### src/rtl/core/avr_subset_instruction_executor_unit_macros.svh
// ----------------------------------------------------------------------------
// Assertion macros for the instruction executor
// Concurrent checks clocked by clk_i and disabled while rst_ni is low.
// ----------------------------------------------------------------------------
`ifndef AVR_SUBSET_INSTRUCTION_EXECUTOR_UNIT_MACROS_SVH
`define AVR_SUBSET_INSTRUCTION_EXECUTOR_UNIT_MACROS_SVH

// Same-cycle implication.
`define AVREX_ASSERT_NOW(lbl, ante, cons, msg) \
  lbl: assert property (@(posedge clk_i) disable iff (!rst_ni) (ante) |-> (cons)) \
    else $error(msg);

// Next-cycle implication.
`define AVREX_ASSERT_NEXT(lbl, ante, cons, msg) \
  lbl: assert property (@(posedge clk_i) disable iff (!rst_ni) (ante) |=> (cons)) \
    else $error(msg);

`endif

### src/rtl/core/avrex_pkg.sv
// ----------------------------------------------------------------------------
// avrex_pkg
// Opcode patterns, decode function and shared types of the executor.
// ----------------------------------------------------------------------------
package avrex_pkg;

  localparam int unsigned PcBitsDefault = 14;
  localparam int unsigned OutPcBits     = 14;
  localparam int unsigned RegAddrBits   = 5;
  localparam int unsigned RegDepth      = 32;

  localparam logic [15:0] JmpMask  = 16'hfe0e;
  localparam logic [15:0] JmpPat   = 16'h940c;
  localparam logic [15:0] EorMask  = 16'hfc00;
  localparam logic [15:0] EorPat   = 16'h2400;
  localparam logic [15:0] OutMask  = 16'hf800;
  localparam logic [15:0] OutPat   = 16'hb800;
  localparam logic [15:0] NibMask  = 16'hf000;
  localparam logic [15:0] LdiPat   = 16'he000;
  localparam logic [15:0] RjmpPat  = 16'hc000;
  localparam logic [15:0] CpiPat   = 16'h3000;
  localparam logic [15:0] CpcMask  = 16'hfc00;
  localparam logic [15:0] CpcPat   = 16'h0400;

  localparam logic [5:0]  StatusIoAddr = 6'h3f;

  typedef enum logic [2:0] {
    OP_JMP,
    OP_EOR,
    OP_OUT,
    OP_LDI,
    OP_RJMP,
    OP_CPI,
    OP_CPC,
    OP_NONE
  } op_e;

  typedef struct packed {
    logic [OutPcBits-1:0]   next_pc;
    logic [7:0]             status_out;
    logic                   io_write;
    logic [5:0]             io_addr;
    logic [7:0]             io_data;
    logic                   reg_write;
    logic [RegAddrBits-1:0] reg_addr;
    logic [7:0]             reg_data;
    logic [1:0]             words_used;
    logic                   unknown_op;
  } result_t;

  typedef struct packed {
    logic                   en;
    logic [RegAddrBits-1:0] addr;
    logic [7:0]             data;
  } wr_t;

  // No pattern overlaps another, so the order of the checks does not change the result.
  function automatic op_e avrex_decode(logic [15:0] w);
    op_e op;
    priority if ((w & JmpMask) == JmpPat)  op = OP_JMP;
    else if ((w & EorMask) == EorPat)      op = OP_EOR;
    else if ((w & OutMask) == OutPat)      op = OP_OUT;
    else if ((w & NibMask) == LdiPat)      op = OP_LDI;
    else if ((w & NibMask) == RjmpPat)     op = OP_RJMP;
    else if ((w & NibMask) == CpiPat)      op = OP_CPI;
    else if ((w & CpcMask) == CpcPat)      op = OP_CPC;
    else                                   op = OP_NONE;
    return op;
  endfunction

endpackage

### src/rtl/core/avrex_channels.sv
// ----------------------------------------------------------------------------
// avrex channels
// Valid/ready channels for instruction beats and result beats.
// ----------------------------------------------------------------------------
interface avrex_in_if;
  logic        valid;
  logic        ready;
  logic [15:0] first_word;
  logic [15:0] second_word;

  modport source (output valid, output first_word, output second_word, input ready);
  modport sink   (input valid, input first_word, input second_word, output ready);
endinterface

interface avrex_out_if;
  import avrex_pkg::*;
  logic                   valid;
  logic                   ready;
  logic [OutPcBits-1:0]   next_pc;
  logic [7:0]             status_out;
  logic                   io_write;
  logic [5:0]             io_addr;
  logic [7:0]             io_data;
  logic                   reg_write;
  logic [RegAddrBits-1:0] reg_addr;
  logic [7:0]             reg_data;
  logic [1:0]             words_used;
  logic                   unknown_op;

  modport source (output valid, output next_pc, output status_out, output io_write,
                  output io_addr, output io_data, output reg_write, output reg_addr,
                  output reg_data, output words_used, output unknown_op, input ready);
  modport sink   (input valid, input next_pc, input status_out, input io_write,
                  input io_addr, input io_data, input reg_write, input reg_addr,
                  input reg_data, input words_used, input unknown_op, output ready);
endinterface

### src/rtl/core/avrex_regfile.sv
// ----------------------------------------------------------------------------
// avrex_regfile
// 32 x 8 general registers: two registered read ports, one write port,
// per-entry valid bits for the zero reset and write-to-read forwarding.
// ----------------------------------------------------------------------------
module avrex_regfile (
  input  logic                             clk_i,
  input  logic                             rst_ni,
  input  logic                             rd_en_i,
  input  logic [avrex_pkg::RegAddrBits-1:0] rd_addr_a_i,
  input  logic [avrex_pkg::RegAddrBits-1:0] rd_addr_b_i,
  input  avrex_pkg::wr_t                   wr_i,
  output logic [7:0]                       rd_data_a_o,
  output logic [7:0]                       rd_data_b_o
);
  import avrex_pkg::*;

  logic [7:0]          mem_q [RegDepth];
  logic [RegDepth-1:0] valid_q;
  logic [7:0]          ra_q, rb_q, fwd_q;
  logic                va_q, vb_q, hit_a_q, hit_b_q;

  always_ff @(posedge clk_i) begin
    if (wr_i.en) begin
      mem_q[wr_i.addr] <= wr_i.data;
    end
    if (rd_en_i) begin
      ra_q  <= mem_q[rd_addr_a_i];
      rb_q  <= mem_q[rd_addr_b_i];
      fwd_q <= wr_i.data;
    end
  end

  always_ff @(posedge clk_i or negedge rst_ni) begin
    if (!rst_ni) begin
      valid_q <= '0;
      va_q    <= 1'b0;
      vb_q    <= 1'b0;
      hit_a_q <= 1'b0;
      hit_b_q <= 1'b0;
    end else begin
      if (wr_i.en) begin
        valid_q[wr_i.addr] <= 1'b1;
      end
      if (rd_en_i) begin
        va_q    <= valid_q[rd_addr_a_i];
        vb_q    <= valid_q[rd_addr_b_i];
        // memory returns old data on a same-edge write: catch it here
        hit_a_q <= wr_i.en && (wr_i.addr == rd_addr_a_i);
        hit_b_q <= wr_i.en && (wr_i.addr == rd_addr_b_i);
      end
    end
  end

  assign rd_data_a_o = hit_a_q ? fwd_q : (va_q ? ra_q : 8'h00);
  assign rd_data_b_o = hit_b_q ? fwd_q : (vb_q ? rb_q : 8'h00);

endmodule

### src/rtl/core/avrex_exec.sv
// ----------------------------------------------------------------------------
// avrex_exec
// Decode and execute one instruction against operands, status and counter.
// ----------------------------------------------------------------------------
module avrex_exec #(
  parameter int unsigned PC_BITS = avrex_pkg::PcBitsDefault
) (
  input  logic [15:0]          first_word_i,
  input  logic [15:0]          second_word_i,
  input  logic [7:0]           rd_a_i,
  input  logic [7:0]           rd_b_i,
  input  logic [7:0]           status_i,
  input  logic [PC_BITS-1:0]   pc_i,
  output logic [7:0]           status_o,
  output logic [PC_BITS-1:0]   pc_o,
  output avrex_pkg::result_t   res_o
);
  import avrex_pkg::*;

  localparam int unsigned WideBits = (PC_BITS > OutPcBits) ? PC_BITS : OutPcBits;

  op_e              op;
  logic [PC_BITS-1:0] pc_plus1;
  logic [21:0]      jmp_tgt;
  logic [21:0]      rjmp_off;
  logic [7:0]       imm8;
  logic [8:0]       diff;
  logic [5:0]       io_a;
  logic [WideBits-1:0] pc_wide;

  assign op       = avrex_decode(first_word_i);
  assign pc_plus1 = pc_i + PC_BITS'(1);
  assign jmp_tgt  = {first_word_i[8:4], first_word_i[0], second_word_i};
  assign rjmp_off = {{10{first_word_i[11]}}, first_word_i[11:0]};
  assign imm8     = {first_word_i[11:8], first_word_i[3:0]};
  assign io_a     = {first_word_i[10:9], first_word_i[3:0]};

  always_comb begin
    res_o      = '0;
    res_o.words_used = 2'd1;
    status_o   = status_i;
    pc_o       = pc_plus1;
    diff       = '0;
    unique case (op)
      OP_JMP: begin
        pc_o = jmp_tgt[PC_BITS-1:0];
        res_o.words_used = 2'd2;
      end
      OP_EOR: begin
        res_o.reg_write = 1'b1;
        res_o.reg_addr  = first_word_i[8:4];
        res_o.reg_data  = rd_a_i ^ rd_b_i;
      end
      OP_OUT: begin
        res_o.io_write = 1'b1;
        res_o.io_addr  = io_a;
        res_o.io_data  = rd_a_i;
        if (io_a == StatusIoAddr) begin
          status_o = rd_a_i;
        end
      end
      OP_LDI: begin
        res_o.reg_write = 1'b1;
        res_o.reg_addr  = {1'b1, first_word_i[7:4]};
        res_o.reg_data  = imm8;
      end
      OP_RJMP: begin
        pc_o = pc_plus1 + rjmp_off[PC_BITS-1:0];
      end
      OP_CPI: begin
        diff     = {1'b0, rd_a_i} - {1'b0, imm8};
        status_o = {status_i[7:2], diff[7:0] == 8'h00, diff[8]};
      end
      OP_CPC: begin
        diff     = {1'b0, rd_a_i} - {1'b0, rd_b_i} - {8'h00, status_i[0]};
        // zero chains: stays set only if it was already set
        status_o = {status_i[7:2], (diff[7:0] == 8'h00) && status_i[1], diff[8]};
      end
      OP_NONE: begin
        res_o.unknown_op = 1'b1;
      end
      default: begin
        res_o.unknown_op = 1'b1;
      end
    endcase
    pc_wide          = WideBits'(pc_o);
    res_o.next_pc    = pc_wide[OutPcBits-1:0];
    res_o.status_out = status_o;
  end

endmodule

### src/rtl/core/avr_subset_instruction_executor_unit.sv
// ----------------------------------------------------------------------------
// avr_subset_instruction_executor_unit
// Executes one instruction of a small 8-bit microcontroller subset per beat.
// ----------------------------------------------------------------------------
// Usage:
//   in_ch_i carries one instruction beat: the word at the program counter
//   and the word after it (the latter only matters for JMP). out_ch_o
//   returns one result beat per instruction: the new counter, the status
//   register and the register or I/O write that the instruction made.
//   Beats pass the execute stage, then the output register. A new beat is
//   taken every cycle unless stalled; the register file is a synchronous
//   memory read at the accept edge and written back when the instruction
//   retires, so a result that depends on the previous instruction's write
//   is served by a forwarding register in the register file. Reset clears
//   the counter, the status register and all 32 general registers (through
//   per-entry valid bits, no clearing pass). When the receiver stalls, the
//   result waits in the output register, one more instruction waits in
//   the execute stage, and then in_ch_i.ready drops.
// ----------------------------------------------------------------------------
`include "avr_subset_instruction_executor_unit_macros.svh"

module avr_subset_instruction_executor_unit #(
  parameter int unsigned PC_BITS = avrex_pkg::PcBitsDefault
) (
  input  logic         clk_i,
  input  logic         rst_ni,
  avrex_in_if.sink     in_ch_i,
  avrex_out_if.source  out_ch_o
);
  import avrex_pkg::*;

  // execute stage
  logic               s1_valid_q;
  logic [15:0]        s1_w1_q, s1_w2_q;
  logic               s1_advance;
  logic               in_accept;

  // architectural state
  logic [7:0]         status_q;
  logic [PC_BITS-1:0] pc_q;

  // output register
  logic               out_valid_q;
  result_t            out_q;

  logic [RegAddrBits-1:0] rd_addr_a, rd_addr_b;
  logic [7:0]         rd_a, rd_b;
  logic [7:0]         exec_status;
  logic [PC_BITS-1:0] exec_pc;
  result_t            exec_res;
  wr_t                wr;

  // Advance the execute stage when the output register is free or drains.
  assign s1_advance      = s1_valid_q && (!out_valid_q || out_ch_o.ready);
  assign in_ch_i.ready   = !s1_valid_q || s1_advance;
  assign in_accept       = in_ch_i.valid && in_ch_i.ready;

  // Operand addresses come straight from the incoming word; CPI uses the
  // upper-half register field, everything else the five-bit d field.
  assign rd_addr_a = (avrex_decode(in_ch_i.first_word) == OP_CPI) ?
                     {1'b1, in_ch_i.first_word[7:4]} : in_ch_i.first_word[8:4];
  assign rd_addr_b = {in_ch_i.first_word[9], in_ch_i.first_word[3:0]};

  // Write back only when the instruction retires.
  assign wr.en   = s1_advance && exec_res.reg_write;
  assign wr.addr = exec_res.reg_addr;
  assign wr.data = exec_res.reg_data;

  avrex_regfile u_regfile (
    .clk_i       (clk_i),
    .rst_ni      (rst_ni),
    .rd_en_i     (in_accept),
    .rd_addr_a_i (rd_addr_a),
    .rd_addr_b_i (rd_addr_b),
    .wr_i        (wr),
    .rd_data_a_o (rd_a),
    .rd_data_b_o (rd_b)
  );

  avrex_exec #(
    .PC_BITS (PC_BITS)
  ) u_exec (
    .first_word_i  (s1_w1_q),
    .second_word_i (s1_w2_q),
    .rd_a_i        (rd_a),
    .rd_b_i        (rd_b),
    .status_i      (status_q),
    .pc_i          (pc_q),
    .status_o      (exec_status),
    .pc_o          (exec_pc),
    .res_o         (exec_res)
  );

  // Hold instruction words in the execute stage until retire.
  always_ff @(posedge clk_i) begin
    if (in_accept) begin
      s1_w1_q <= in_ch_i.first_word;
      s1_w2_q <= in_ch_i.second_word;
    end
    if (s1_advance) begin
      out_q <= exec_res;
    end
  end

  always_ff @(posedge clk_i or negedge rst_ni) begin
    if (!rst_ni) begin
      s1_valid_q  <= 1'b0;
      out_valid_q <= 1'b0;
      status_q    <= '0;
      pc_q        <= '0;
    end else begin
      if (in_accept) begin
        s1_valid_q <= 1'b1;
      end else if (s1_advance) begin
        s1_valid_q <= 1'b0;
      end
      if (s1_advance) begin
        out_valid_q <= 1'b1;
        status_q    <= exec_status;
        pc_q        <= exec_pc;
      end else if (out_ch_o.ready) begin
        out_valid_q <= 1'b0;
      end
    end
  end

  assign out_ch_o.valid      = out_valid_q;
  assign out_ch_o.next_pc    = out_q.next_pc;
  assign out_ch_o.status_out = out_q.status_out;
  assign out_ch_o.io_write   = out_q.io_write;
  assign out_ch_o.io_addr    = out_q.io_addr;
  assign out_ch_o.io_data    = out_q.io_data;
  assign out_ch_o.reg_write  = out_q.reg_write;
  assign out_ch_o.reg_addr   = out_q.reg_addr;
  assign out_ch_o.reg_data   = out_q.reg_data;
  assign out_ch_o.words_used = out_q.words_used;
  assign out_ch_o.unknown_op = out_q.unknown_op;

  // A retiring instruction always lands in the output register.
  `AVREX_ASSERT_NEXT(a_retire_fills_out, s1_advance, out_valid_q, "retire lost")
  // The status register seen downstream matches the committed one.
  `AVREX_ASSERT_NEXT(a_status_commit, s1_advance, out_q.status_out == status_q,
                     "status mismatch")
  // An unknown word makes no register or I/O write.
  `AVREX_ASSERT_NOW(a_unknown_quiet, out_valid_q && out_q.unknown_op,
                    !out_q.reg_write && !out_q.io_write, "unknown op wrote state")
  // A two-word JMP writes nothing and is never flagged unknown.
  `AVREX_ASSERT_NOW(a_jmp_quiet, out_valid_q && (out_q.words_used == 2'd2),
                    !out_q.reg_write && !out_q.io_write && !out_q.unknown_op,
                    "jmp with side effect")

endmodule
### src/flat_wrapper.sv
// flat-port wrapper written by rule: the top's interface ports become plain ports
module avr_subset_instruction_executor_unit_flat import avrex_pkg::*;
#(
  parameter int unsigned PC_BITS = avrex_pkg::PcBitsDefault
)
  (clk_i, rst_ni, in_ch_i_valid, in_ch_i_first_word, in_ch_i_second_word, in_ch_i_ready, out_ch_o_valid, out_ch_o_next_pc, out_ch_o_status_out, out_ch_o_io_write, out_ch_o_io_addr, out_ch_o_io_data, out_ch_o_reg_write, out_ch_o_reg_addr, out_ch_o_reg_data, out_ch_o_words_used, out_ch_o_unknown_op, out_ch_o_ready);
  avrex_in_if in_ch_i_i ();
  avrex_out_if out_ch_o_i ();
  input  logic clk_i;
  input  logic rst_ni;
  input wire logic [$bits(in_ch_i_i.valid)-1:0] in_ch_i_valid;
  input wire logic [$bits(in_ch_i_i.first_word)-1:0] in_ch_i_first_word;
  input wire logic [$bits(in_ch_i_i.second_word)-1:0] in_ch_i_second_word;
  output wire logic [$bits(in_ch_i_i.ready)-1:0] in_ch_i_ready;
  output wire logic [$bits(out_ch_o_i.valid)-1:0] out_ch_o_valid;
  output wire logic [$bits(out_ch_o_i.next_pc)-1:0] out_ch_o_next_pc;
  output wire logic [$bits(out_ch_o_i.status_out)-1:0] out_ch_o_status_out;
  output wire logic [$bits(out_ch_o_i.io_write)-1:0] out_ch_o_io_write;
  output wire logic [$bits(out_ch_o_i.io_addr)-1:0] out_ch_o_io_addr;
  output wire logic [$bits(out_ch_o_i.io_data)-1:0] out_ch_o_io_data;
  output wire logic [$bits(out_ch_o_i.reg_write)-1:0] out_ch_o_reg_write;
  output wire logic [$bits(out_ch_o_i.reg_addr)-1:0] out_ch_o_reg_addr;
  output wire logic [$bits(out_ch_o_i.reg_data)-1:0] out_ch_o_reg_data;
  output wire logic [$bits(out_ch_o_i.words_used)-1:0] out_ch_o_words_used;
  output wire logic [$bits(out_ch_o_i.unknown_op)-1:0] out_ch_o_unknown_op;
  input wire logic [$bits(out_ch_o_i.ready)-1:0] out_ch_o_ready;
  assign in_ch_i_i.valid = in_ch_i_valid;
  assign in_ch_i_i.first_word = in_ch_i_first_word;
  assign in_ch_i_i.second_word = in_ch_i_second_word;
  assign in_ch_i_ready = in_ch_i_i.ready;
  assign out_ch_o_valid = out_ch_o_i.valid;
  assign out_ch_o_next_pc = out_ch_o_i.next_pc;
  assign out_ch_o_status_out = out_ch_o_i.status_out;
  assign out_ch_o_io_write = out_ch_o_i.io_write;
  assign out_ch_o_io_addr = out_ch_o_i.io_addr;
  assign out_ch_o_io_data = out_ch_o_i.io_data;
  assign out_ch_o_reg_write = out_ch_o_i.reg_write;
  assign out_ch_o_reg_addr = out_ch_o_i.reg_addr;
  assign out_ch_o_reg_data = out_ch_o_i.reg_data;
  assign out_ch_o_words_used = out_ch_o_i.words_used;
  assign out_ch_o_unknown_op = out_ch_o_i.unknown_op;
  assign out_ch_o_i.ready = out_ch_o_ready;
  avr_subset_instruction_executor_unit #(.PC_BITS(PC_BITS)) u_core (.clk_i(clk_i), .rst_ni(rst_ni), .in_ch_i(in_ch_i_i), .out_ch_o(out_ch_o_i));
endmodule
### config.mk
export PLATFORM = sky130hd
export DESIGN_NAME = avr_subset_instruction_executor_unit_flat
export DESIGN_NICKNAME = d
export VERILOG_FILES = /design/src/rtl/core/avrex_pkg.sv /design/src/rtl/core/avrex_channels.sv /design/src/rtl/core/avrex_regfile.sv /design/src/rtl/core/avrex_exec.sv /design/src/rtl/core/avr_subset_instruction_executor_unit.sv /design/src/flat_wrapper.sv
export VERILOG_INCLUDE_DIRS = /design/src /design/src/rtl/core
export SDC_FILE = /design/constraint.sdc
export NUM_CORES = 1
export LEC_CHECK = 0
export ABC_AREA = 1
export BUFFER_PORTS_ARGS = -buffer_cell sky130_fd_sc_hd__buf_2
export CORE_AREA = 2 2 275 277
export CTS_CLUSTER_DIAMETER = 40
export DETAILED_ROUTE_END_ITERATION = 10
export DIE_AREA = 0 0 277 279
export PLACE_DENSITY = 0.42
export SYNTH_ARGS = -nofsm -noshare
export SYNTH_HDL_FRONTEND = slang
export SYNTH_HIERARCHICAL = 1
export SYNTH_SLANG_ARGS = --single-unit
export TNS_END_PERCENT = 30
### constraint.sdc
create_clock -name clk_i -period 5.1 [get_ports clk_i]
set_input_delay 0.255 -clock clk_i [delete_from_list [all_inputs] [get_ports clk_i]]
set_output_delay 0.255 -clock clk_i [all_outputs]
set_load 0.05 [all_outputs]
==> run_results.csv <==
group,metric,value,unit
floorplanning,pin_count,92,
timing,tns,0,ns
floorplanning,coreArea,74100,µm²
final_layout,diodes,0,
synthesis,ys_warn_count,6,
synthesis,avgSynthCellArea,8.90,µm²
global_routing,grt_max_degree,70,
drt,ant_nets,0,
critical_path,cp_top_family,"simple AND/OR/NAND/NOR gates",
cts,post_cts_buffers,0,
floorplanning,start_util,0.297,
timing,hold_viol_final,0,
final_layout,num-nets-final,2653,
floorplanning,fp.dieArea,77300,µm²
critical_path,arrival,4.29,ns
power,power.density,445,nW/µm²
timing,skew,0.0426,ns
floorplanning,die_h,279,µm
cts,insertion_delay,0.65,ns
outcome,outcome,"finished, final reports clean",
critical_path,worstSetupPathType,"reg -> reg",
critical_path,cp.required,5.59,ns
placed_design,numPortBuffers,89,
cts,cts_tree,"built",
cts,root_buffer,"clkbuf_16",
floorplanning,fp-row-count,100,
synthesis,syn_area,22000,µm²
drt,viasPerCell,5.10,
final_layout,fillCellCount,7454,
cts,hold_buffers,24,
placed_design,gp_congestion,0.850,
placed_design,hpwl,47400,µm
timing,finalCriticalPeriod,3.80,ns
drt,dr.pass1.iters,8,
power,peakVddDrop,0.259,mV
flow_run,cap_violations,0,
global_routing,antenna_found_initial,1,
power,p_leak,11.1,nW
timing,finalCritPeriodShare,0.745,
cts,ctsResizeCount,0,
global_routing,grt_pass1_vias,18100,
final_layout,final_cells,3620,
synthesis,syn_inst,2477,
critical_path,critical_path_buf_inv_count,4,
critical_path,cpMaxStageDelayCell,"fa_1",
timing,tightest_slew,1.24,ns
placed_design,place_inst,3435,
critical_path,slowest_delay,0.56,ns
timing,rsz0062_at_grt,"false",
cts,cts_buffer_depth,3,
timing,setup_viol,0,
critical_path,crit_chain,"inv_1, nand3_1, o21ai_0, inv_1, fa_1, inv_1, ha_1, or2_2, fa_1, inv_1, nand2_1, nand2_1, nand2_1, nand4_1, o211ai_1, or2_2, nand3_1, nand3_1, nand3_1, nand2_1",
drt,drc,0,
cts,htree_levels,3,
global_routing,grtUsageTotal,0.199,
final_layout,area_growth,21.2,%
timing,fmax,263,MHz
synthesis,syn-num-nets,2552,
cts,clkSlewWorstSetupHoldPaths,0.05,ns
critical_path,end_kind,"register",
timing,drv_slew,0,
timing,maxSlewHeadroom,0.175,
cts,cts_inserted_buffers,86,
drt,wire_per_inst,21.5,µm
final_layout,drive_gt1_frac,0.140,
min_path,hp-class,"in -> reg",
floorplanning,die_x,277,µm
drt,drt-total-wl,77700,µm
global_routing,gr-total-overflow,0,
cts,clock_sinks,424,
global_routing,grt_pass1_wl,116000,µm
drt,num_vias,18400,
drt,drt_iter0_markers,1626,
critical_path,cp_max_fo,17,
critical_path,start_kind,"register",
## worst paths after layout
| kind | startpoint | end | slack, ns | cells after the start |
|---|---|---|---|---|
| max | u_core/u_regfile/hit_b_q$_DFFE_PN0P_ | u_core/status_q[0]$_DFFE_PN0P_ | 1.30 | 20 |
| min | in_ch_i_first_word[5] | u_core/s1_w1_q[5]$_DFFE_PP_ | 0.18 | 1 |
| max reg2reg | u_core/u_regfile/hit_b_q$_DFFE_PN0P_ | u_core/status_q[0]$_DFFE_PN0P_ | 1.30 | 20 |
| min reg2reg | u_core/status_q[3]$_DFFE_PN0P_ | u_core/status_q[3]$_DFFE_PN0P_ | 0.47 | 2 |
| max in group asynchronous | rst_ni | u_core/status_q[1]$_DFFE_PN0P_ | 4.05 | 2 |
| min in group asynchronous | rst_ni | u_core/pc_q[9]$_DFFE_PN0P_ | 0.36 | 2 |
## per-stage QoR
step | utilization | power (mW) | hold slack (ns) | setup WS (ns) | cell area [µm²]
floorplan | - | 5.62 | -0.0406 | 1.51 | 22000
global placement | 0.316 | 6.12 | 0.435 | 1.37 | 23400
detailed placement | 0.316 | 6.13 | 0.433 | 1.36 | 23400
CTS | 0.360 | 12.0 | 0.161 | 1.29 | 26700
global route | 0.360 | 12.4 | 0.169 | 1.03 | 26700
finish | 0.360 | 11.9 | 0.175 | 1.30 | 26700
## final cells by class
type                    instances  area, µm²  share of cell area
flip-flops and latches        424      12400               0.466
multi-input cells            1775       8430               0.316
clock buffers                  97       2260              0.0848
well taps                     969       1210              0.0454
repair buffers                170       1130              0.0422
clock inverters                64        777              0.0291
inverters                     121        462              0.0173
## cells in the final DEF, fill, tap and decap left out, types with 9 or more instances in the layout
cell type / instances
bufinv_16: 11
clkinv_2: 13
buf_2: 84
o21ai_0: 53
nand2_1: 831
nand4_1: 14
clkinvlp_4: 14
clkinv_4: 12
a21oi_1: 108
nand3_1: 473
ha_1: 36
o31ai_1: 16
xor2_1: 11
dfrtp_1: 60
clkinv_1: 9
clkbuf_16: 86
buf_4: 62
inv_1: 108
or2_2: 38
dlygate4sd3_1: 24
nor2_1: 133
edfxtp_1: 364
## registers in the layout (all words and copies together), names as in the netlist, 2 cells and up
signal / flops
u_core/s1_w1_q: 16
u_core/out_ch_o.status_out: 8
u_core/s1_w2_q: 14
u_core/u_regfile/valid_q: 32
u_core/out_ch_o.next_pc: 14
u_core/out_ch_o.io_data: 8
u_core/out_ch_o.words_used: 2
u_core/status_q: 8
u_core/out_ch_o.reg_addr: 5
u_core/out_ch_o.io_addr: 6
u_core/pc_q: 14
u_core/u_regfile/rb_q: 8
u_core/u_regfile/mem_q: 256
u_core/u_regfile/ra_q: 8
u_core/u_regfile/fwd_q: 8
u_core/out_ch_o.reg_data: 8
## report_power, final
group	internal (mW)	switching [mW]
Clock	3.79	2.00
Sequential	3.98	0.121
Combinational	0.571	1.42
## per-layer routing
layer / part of all wire / wire length [µm] / vias to the layer above / track usage
met5: 0 / 0 / - / 0
met2: 0.47 / 36400 / 793 / 0.328
met4: 0.032 / 2500 / 0 / 0.0743
met3: 0.063 / 4880 / 146 / 0.0297
met1: 0.44 / 34000 / 8875 / 0.267
li1: - / - / 8631 / -
Power figures use the tool's default switching activity.
